[config.mk]
export PLATFORM = sky130hd
export DESIGN_NAME = damage_rect_table_top
export DESIGN_NICKNAME = d
export VERILOG_FILES = /design/src/hw/rtl/dmg_pkg.sv /design/src/hw/rtl/dmg_rect_mem.sv /design/src/hw/rtl/damage_rect_table_top.sv
export SDC_FILE = /design/constraint.sdc
export NUM_CORES = 2
export LEC_CHECK = 0
export BUFFER_PORTS_ARGS = -buffer_cell sky130_fd_sc_hd__clkbuf_2
export CAP_MARGIN = 20
export CORE_AREA = 2 2 238 416
export CTS_CLUSTER_DIAMETER = 40
export CTS_CLUSTER_SIZE = 14
export DETAILED_ROUTE_END_ITERATION = 8
export DIE_AREA = 0 0 240 418
export GPL_ROUTABILITY_DRIVEN = 0
export PLACE_DENSITY = 0.86
export SYNTH_ARGS = -nofsm -noshare
export SYNTH_HDL_FRONTEND = slang
export SYNTH_SLANG_ARGS = --single-unit
[constraint.sdc]
create_clock -name clk -period 16.8 [get_ports clk]
set_input_delay 1.68 -clock clk [delete_from_list [all_inputs] [get_ports clk]]
set_output_delay 1.68 -clock clk [all_outputs]
set_load 0.01 [all_outputs]
[src/hw/rtl/dmg_pkg.sv]
// Package for the damage rectangle table: rectangle type, result status codes
// and the saturating edge and containment helpers.
// Depends on nothing; imported by every module of the block.
package dmg_pkg;

    localparam int unsigned COORD_W = 14;
    localparam logic [COORD_W-1:0] COORD_MAX = 14'd16383;

    typedef struct packed {
        logic [COORD_W-1:0] h;
        logic [COORD_W-1:0] w;
        logic [COORD_W-1:0] y;
        logic [COORD_W-1:0] x;
    } rect_t;

    typedef logic [2:0] status_t;

    localparam status_t ST_ADDED     = 3'd0;
    localparam status_t ST_COVERED   = 3'd1;
    localparam status_t ST_COLLAPSED = 3'd2;
    localparam status_t ST_DRAINED   = 3'd3;
    localparam status_t ST_EMPTY     = 3'd4;

    // Far edge of a span, clipped to the coordinate range.
    function automatic logic [COORD_W-1:0] sat_end(input logic [COORD_W-1:0] a,
                                                   input logic [COORD_W-1:0] b);
        logic [COORD_W:0] s;
        begin
            s = {1'b0, a} + {1'b0, b};
            if (s > {1'b0, COORD_MAX})
                sat_end = COORD_MAX;
            else
                sat_end = s[COORD_W-1:0];
        end
    endfunction

    function automatic logic contains(input rect_t outer, input rect_t inner);
        begin
            contains = (inner.x >= outer.x) && (inner.y >= outer.y) &&
                       (sat_end(inner.x, inner.w) <= sat_end(outer.x, outer.w)) &&
                       (sat_end(inner.y, inner.h) <= sat_end(outer.y, outer.h));
        end
    endfunction

endpackage

[src/hw/rtl/dmg_rect_mem.sv]
// Rectangle store: one write port and one registered read port.
// Depends on dmg_pkg for the rectangle type.
module dmg_rect_mem
    import dmg_pkg::*;
#(
    parameter int unsigned DEPTH = 16,
    parameter int unsigned AW    = $clog2(DEPTH)
)
(
    input  logic          clk,
    input  logic          wr_en,
    input  logic [AW-1:0] wr_addr,
    input  rect_t         wr_data,
    input  logic          rd_en,
    input  logic [AW-1:0] rd_addr,
    output rect_t         rd_data
);

    rect_t mem [DEPTH];

    always_ff @(posedge clk)
    begin
        if (wr_en)
        begin
            mem[wr_addr] <= wr_data;
        end
        if (rd_en)
        begin
            rd_data <= mem[rd_addr];
        end
    end

endmodule

[src/hw/rtl/damage_rect_table_top.sv]
// Damage rectangle table. An add checks the held entries one per cycle after a registered
// memory read, then registers its result in a finish state; the next transaction can be
// taken in the cycle that result is shown.
// A drain alternates a memory read state and an output state for each entry; an empty
// drain answers from the finish state. Output stalls hold the finish and output states.
// Reset clears the entry count and the head pointer; table contents stay undefined.
module damage_rect_table_top
    import dmg_pkg::*;
#(
    parameter int unsigned TABLE_DEPTH = 16
)
(
    input  logic                             clk,
    input  logic                             rst_n,
    input  logic                             in_valid,
    output logic                             in_stall,
    input  logic                             action,
    input  logic [13:0]                      rect_x,
    input  logic [13:0]                      rect_y,
    input  logic [13:0]                      rect_w,
    input  logic [13:0]                      rect_h,
    output logic                             out_valid,
    input  logic                             out_stall,
    output logic [2:0]                       status,
    output logic [13:0]                      out_x,
    output logic [13:0]                      out_y,
    output logic [13:0]                      out_w,
    output logic [13:0]                      out_h,
    output logic [$clog2(TABLE_DEPTH+1)-1:0] entry_total,
    output logic                             last
);

    localparam int unsigned AW = $clog2(TABLE_DEPTH);
    localparam int unsigned CW = $clog2(TABLE_DEPTH + 1);

    typedef enum logic [2:0] {S_IDLE, S_WALK, S_FINISH, S_DRAIN_RD, S_DRAIN_OUT} state_t;

    // Logical entry index to memory address; the table is a ring with the
    // newest entry at the base pointer.
    function automatic logic [AW-1:0] phys(input logic [AW-1:0] b, input logic [CW-1:0] l);
        logic [AW:0] s;
        begin
            s = (AW+1)'(b) + (AW+1)'(l);
            if (s >= (AW+1)'(TABLE_DEPTH))
                s = s - (AW+1)'(TABLE_DEPTH);
            phys = s[AW-1:0];
        end
    endfunction

    state_t        state_reg, state_next;
    logic [CW-1:0] count_reg, count_next;
    logic [AW-1:0] base_reg, base_next;
    logic [CW-1:0] rd_idx_reg, rd_idx_next;
    logic [CW-1:0] kept_reg, kept_next;
    logic          ev_valid_reg, ev_valid_next;
    logic          covered_reg, covered_next;
    logic          drain_reg, drain_next;
    rect_t         nr_reg, nr_next;
    rect_t         head_reg, head_next;
    logic [13:0]   bx0_reg, bx0_next, by0_reg, by0_next;
    logic [13:0]   bx1_reg, bx1_next, by1_reg, by1_next;

    logic          out_valid_reg, out_valid_next;
    status_t       status_reg, status_next;
    rect_t         out_rect_reg, out_rect_next;
    logic [CW-1:0] total_reg, total_next;
    logic          last_reg, last_next;

    logic          mem_wr_en, mem_rd_en;
    logic [AW-1:0] mem_wr_addr, mem_rd_addr;
    rect_t         mem_wr_data, mem_rd_data;

    logic          in_fire, out_free;
    rect_t         in_rect, ev_rect;
    logic [13:0]   ex1, ey1;

    dmg_rect_mem #(
        .DEPTH (TABLE_DEPTH)
    ) u_mem (
        .clk     (clk),
        .wr_en   (mem_wr_en),
        .wr_addr (mem_wr_addr),
        .wr_data (mem_wr_data),
        .rd_en   (mem_rd_en),
        .rd_addr (mem_rd_addr),
        .rd_data (mem_rd_data)
    );

    assign in_stall = (state_reg != S_IDLE);
    assign in_fire  = in_valid && !in_stall;
    assign out_free = !out_valid_reg || !out_stall;
    assign in_rect  = '{h: rect_h, w: rect_w, y: rect_y, x: rect_x};
    assign ev_rect  = mem_rd_data;
    assign ex1      = sat_end(ev_rect.x, ev_rect.w);
    assign ey1      = sat_end(ev_rect.y, ev_rect.h);

    always_comb
    begin
        state_next     = state_reg;
        count_next     = count_reg;
        base_next      = base_reg;
        rd_idx_next    = rd_idx_reg;
        kept_next      = kept_reg;
        ev_valid_next  = 1'b0;
        covered_next   = covered_reg;
        drain_next     = drain_reg;
        nr_next        = nr_reg;
        head_next      = head_reg;
        bx0_next       = bx0_reg;
        by0_next       = by0_reg;
        bx1_next       = bx1_reg;
        by1_next       = by1_reg;
        out_valid_next = out_valid_reg && out_stall;
        status_next    = status_reg;
        out_rect_next  = out_rect_reg;
        total_next     = total_reg;
        last_next      = last_reg;
        mem_wr_en      = 1'b0;
        mem_wr_addr    = phys(base_reg, kept_reg);
        mem_wr_data    = ev_rect;
        mem_rd_en      = 1'b0;
        mem_rd_addr    = phys(base_reg, rd_idx_reg);

        unique case (state_reg)
            S_IDLE:
            begin
                if (in_fire)
                begin
                    nr_next      = in_rect;
                    drain_next   = action;
                    covered_next = 1'b0;
                    rd_idx_next  = '0;
                    kept_next    = '0;
                    bx0_next     = rect_x;
                    by0_next     = rect_y;
                    bx1_next     = sat_end(rect_x, rect_w);
                    by1_next     = sat_end(rect_y, rect_h);
                    if (!action)
                        state_next = S_WALK;
                    else if (count_reg == '0)
                        state_next = S_FINISH;
                    else
                        state_next = S_DRAIN_RD;
                end
            end

            S_WALK:
            begin
                // Read of the next entry overlaps evaluation of the current one.
                // Writes go to the kept index, which never passes the read index.
                if (rd_idx_reg < count_reg)
                begin
                    mem_rd_en     = 1'b1;
                    rd_idx_next   = rd_idx_reg + 1'b1;
                    ev_valid_next = 1'b1;
                end
                if (ev_valid_reg)
                begin
                    if (covered_reg || contains(ev_rect, nr_reg) || !contains(nr_reg, ev_rect))
                    begin
                        mem_wr_en = 1'b1;
                        kept_next = kept_reg + 1'b1;
                        if (kept_reg == '0)
                            head_next = ev_rect;
                        if (!covered_reg && contains(ev_rect, nr_reg))
                        begin
                            covered_next = 1'b1;
                        end
                        else if (!covered_reg)
                        begin
                            if (ev_rect.x < bx0_reg) bx0_next = ev_rect.x;
                            if (ev_rect.y < by0_reg) by0_next = ev_rect.y;
                            if (ex1 > bx1_reg)       bx1_next = ex1;
                            if (ey1 > by1_reg)       by1_next = ey1;
                        end
                    end
                end
                else if (rd_idx_reg == count_reg)
                begin
                    state_next = S_FINISH;
                end
            end

            S_FINISH:
            begin
                if (out_free)
                begin
                    out_valid_next = 1'b1;
                    last_next      = 1'b1;
                    state_next     = S_IDLE;
                    priority if (drain_reg)
                    begin
                        status_next   = ST_EMPTY;
                        out_rect_next = '0;
                        total_next    = '0;
                        count_next    = '0;
                    end
                    else if (covered_reg)
                    begin
                        status_next   = ST_COVERED;
                        out_rect_next = head_reg;
                        total_next    = kept_reg;
                        count_next    = kept_reg;
                    end
                    else if (kept_reg == CW'(TABLE_DEPTH))
                    begin
                        status_next   = ST_COLLAPSED;
                        out_rect_next = '{h: by1_reg - by0_reg, w: bx1_reg - bx0_reg,
                                          y: by0_reg, x: bx0_reg};
                        total_next    = CW'(1);
                        count_next    = CW'(1);
                        mem_wr_en     = 1'b1;
                        mem_wr_addr   = base_reg;
                        mem_wr_data   = out_rect_next;
                    end
                    else
                    begin
                        status_next   = ST_ADDED;
                        out_rect_next = nr_reg;
                        total_next    = kept_reg + 1'b1;
                        count_next    = kept_reg + 1'b1;
                        base_next     = (base_reg == '0) ? AW'(TABLE_DEPTH - 1)
                                                         : base_reg - 1'b1;
                        mem_wr_en     = 1'b1;
                        mem_wr_addr   = base_next;
                        mem_wr_data   = nr_reg;
                    end
                end
            end

            S_DRAIN_RD:
            begin
                mem_rd_en  = 1'b1;
                state_next = S_DRAIN_OUT;
            end

            S_DRAIN_OUT:
            begin
                if (out_free)
                begin
                    out_valid_next = 1'b1;
                    status_next    = ST_DRAINED;
                    out_rect_next  = ev_rect;
                    total_next     = '0;
                    last_next      = (rd_idx_reg + 1'b1 == count_reg);
                    rd_idx_next    = rd_idx_reg + 1'b1;
                    if (last_next)
                    begin
                        count_next = '0;
                        state_next = S_IDLE;
                    end
                    else
                    begin
                        state_next = S_DRAIN_RD;
                    end
                end
            end

            default:
            begin
                state_next = S_IDLE;
            end
        endcase
    end

    always_ff @(posedge clk or negedge rst_n)
    begin
        if (!rst_n)
        begin
            state_reg     <= S_IDLE;
            count_reg     <= '0;
            base_reg      <= '0;
            rd_idx_reg    <= '0;
            kept_reg      <= '0;
            ev_valid_reg  <= 1'b0;
            covered_reg   <= 1'b0;
            drain_reg     <= 1'b0;
            nr_reg        <= '0;
            head_reg      <= '0;
            bx0_reg       <= '0;
            by0_reg       <= '0;
            bx1_reg       <= '0;
            by1_reg       <= '0;
            out_valid_reg <= 1'b0;
            status_reg    <= ST_ADDED;
            out_rect_reg  <= '0;
            total_reg     <= '0;
            last_reg      <= 1'b0;
        end
        else
        begin
            state_reg     <= state_next;
            count_reg     <= count_next;
            base_reg      <= base_next;
            rd_idx_reg    <= rd_idx_next;
            kept_reg      <= kept_next;
            ev_valid_reg  <= ev_valid_next;
            covered_reg   <= covered_next;
            drain_reg     <= drain_next;
            nr_reg        <= nr_next;
            head_reg      <= head_next;
            bx0_reg       <= bx0_next;
            by0_reg       <= by0_next;
            bx1_reg       <= bx1_next;
            by1_reg       <= by1_next;
            out_valid_reg <= out_valid_next;
            status_reg    <= status_next;
            out_rect_reg  <= out_rect_next;
            total_reg     <= total_next;
            last_reg      <= last_next;
        end
    end

    assign out_valid   = out_valid_reg;
    assign status      = status_reg;
    assign out_x       = out_rect_reg.x;
    assign out_y       = out_rect_reg.y;
    assign out_w       = out_rect_reg.w;
    assign out_h       = out_rect_reg.h;
    assign entry_total = total_reg;
    assign last        = last_reg;

endmodule

==> results.sh <==
export IMPL_port_buffers=127
export IMPL_finalCritPeriodShare=0.504
export IMPL_synthCells=4206
export IMPL_synth_edf_count=952
export IMPL_hpwl_mm=105
export IMPL_crit_fanout=37
export IMPL_synth_area_leaders="edfxtp_1 50%, dfrtp_1 11%, mux4_2 8.8%, ha_1 5.5%, nand2_1 3.1%"
export IMPL_hold_depth=1
export IMPL_place_ws_ns=8.59
export IMPL_vias_per_cell=6.99
export IMPL_crit_arrival_ns=8.86
export IMPL_maxCapViolCount=0
export IMPL_drtIter0Drc=5501
export IMPL_fillers=6232
export IMPL_cts_setup_buffers=0
export IMPL_ctsResizeCount=0
export IMPL_seq_area_frac_synth=0.608
export IMPL_grt_max_degree=110
export IMPL_worst_slack_ns=8.34
export IMPL_num_rows=151
export IMPL_finClkSkew_ns=0.0258
export IMPL_dr_total_vias=40000
export IMPL_pin_count=128
export IMPL_min_from="entry_total[2]"
export IMPL_initial_utilization=0.596
export IMPL_fin_area_mm2=0.0634
export IMPL_largest_reg_flops=896
export IMPL_regMostFlops="u_mem.mem"
export IMPL_grt_overflow=0
export IMPL_r2r_end="u_mem.mem[4][30]"
export IMPL_drc=3
export IMPL_dieWidth_um=240
export IMPL_numClockSinks=1211
export IMPL_drive_gt1_frac=0.176
export IMPL_required_ns=17.20
export IMPL_regArea_mm2=0.0351
export IMPL_cts_max_level=3
export IMPL_routed_wl_mm=174
export IMPL_min_to="entry_total[2]"
export IMPL_multi_input_area_mm2=0.0212
export IMPL_syn2layout_area_growth_pct=10.1
export IMPL_dpl_cell_area_mm2=0.0601
export IMPL_synth_top_cell_area_share=0.496
export IMPL_hold_viol_final=0
export IMPL_syn_num_nets=4532
export IMPL_yosysWarnings=0
export IMPL_maxSlewViolCount=0
export IMPL_synth_top_cell_by_area="edfxtp_1"
export IMPL_setup_violations=0
export IMPL_reg2reg_slack_ns=8.34
export IMPL_clockBufferDepth=3
export IMPL_grt_pass1_wl_mm=259
export IMPL_end_kind="register"
export IMPL_fp_dieH_um=418
export IMPL_startpoint_type="register"
export IMPL_root_buffer="clkbuf_16"
export IMPL_synth_seq_cells=1211
export IMPL_hp_class="register to register"
export IMPL_utilization=0.656
export IMPL_layout_commonest_cell="edfxtp_1"
export IMPL_drtPass1Iterations=9
export IMPL_violations="design-rule violations"
export IMPL_die_area_mm2=0.100
export IMPL_cts_made_buffers=108
export IMPL_nets=4676
export IMPL_avgSynthCellArea_um2=13.7
export IMPL_grt_pass1_vias=40700
export IMPL_worstMarginPinSlew_ns=1.47
export IMPL_path_class="register to register"
export IMPL_wl_per_cell_um=30.4
export IMPL_fmaxAchievable_mhz=118
export IMPL_final_cell_mix="952 x edfxtp_1, 472 x nand2_1, 258 x dfrtp_1"
export IMPL_fin_tns_setup_ns=0
export IMPL_hold_buffers=0
export IMPL_grtUsageTotal=0.353
export IMPL_synth_main_ff_cell="edfxtp_1"
export IMPL_clkTransAtPathRegs_ns=0.07
export IMPL_synth_area_mm2=0.0576
export IMPL_synth_cell_types=98
export IMPL_ant_nets=0
export IMPL_worst_r2r_path_depth=26
export IMPL_reg2reg_from="nr_reg[42]"
export IMPL_coreArea_mm2=0.0967
export IMPL_clock_latency_ns=0.75
export IMPL_slew_headroom=0.0187
export IMPL_antenna_found_initial=18
export IMPL_status="complete, but fails checks"
export IMPL_period_needed_ns=8.46
export IMPL_cts_tree="done"
export IMPL_async_reset_ff_frac=0.214
export IMPL_rsz0062_at_grt="false"
## Yosys cell counts, drive strengths merged, types with 9 or more instances
cell    count
o22ai      10
mux2       65
nor2      265
nor2b      19
clkbuf    157
xnor2      57
and3       22
a31oi      66
o221a      28
nor3       34
a21oi     177
or2        32
mux4      224
a21o       66
nand3      45
o21bai     18
o211ai     11
nand4      17
mux2i      55
ha        255
o21ai     211
o21a       21
dfrtp     259
or3        11
o221ai     17
fa         10
nand2b     51
edfxtp    952
nand2     475
o31a        9
a211oi     70
buf        48
and2       71
inv       188
xor2       31
a221oi     48
## metrics by stage
step / cells / hold slack [ns]
after floorplan: 4206 / 0.448
after global placement: 5528 / 0.459
after detailed placement: 5528 / 0.470
after CTS: 5697 / 0.485
after global routing: 5714 / 0.499
final: 5718 / 0.483
## cell type report
cell class,count,area share
flip-flops and latches,1211,0.553
multi-input cells,2601,0.335
clock buffers,138,0.0454
well taps,1300,0.0256
repair buffers,239,0.0239
inverters,189,0.0112
clock inverters,31,0.00609
diodes,9,0.000355
## per-layer routing
layer  wire [µm]  part of all wire  GRT usage
met1       53400              0.31      0.387
met2       82900              0.48      0.561
met3       20800              0.12      0.114
met4       16400             0.094      0.285
met5         272            0.0016    0.00646
## how the worst max path moves through the flow
stage / start / end / slack, ns / cells past startpoint
floorplan: nr_reg[14] / u_mem.mem[15][0] / 7.37 / 23
global placement: nr_reg[42] / u_mem.mem[7][10] / 8.79 / 25
detailed placement: nr_reg[42] / u_mem.mem[7][10] / 8.59 / 25
CTS: nr_reg[42] / u_mem.mem[7][49] / 8.60 / 25
global route: nr_reg[42] / u_mem.mem[4][30] / 8.16 / 26
finish: nr_reg[42] / u_mem.mem[4][30] / 8.34 / 26
## logic make-up after synthesis
group / synth area share
buffers and inverters: 0.0273
flip-flops: 0.608
XOR/XNOR: 0.0134
AO/OA/AOI/OAI: 0.0989
adder cells (fa/ha/maj): 0.0592
multiplexers: 0.110
AND/OR/NAND/NOR: 0.0830
## worst max-delay path, stage by stage, from the launching register on
cell	delay (ns)
dfrtp_1	0.40
ha_1	0.22
fa_1	0.41
a21o_1	0.19
a21oi_1	0.23
o21bai_1	0.12
a21oi_1	0.25
o21bai_1	0.10
a21oi_1	0.25
o21ai_0	0.20
and3_1	0.24
o21ai_0	0.21
a21oi_1	0.09
buf_4	0.22
or2_2	0.31
ha_1	0.31
and3_1	0.20
nand3_1	0.11
nor4_1	0.88
nor2_1	0.12
a211oi_1	0.25
nand3_1	0.20
a21o_2	0.27
a32oi_4	0.71
o31a_1	0.78
nor2_4	0.32
buf_4	0.45
Power is not shown: default switching activity piles up to over one toggle a cycle in this logic, so the estimate is an artifact.
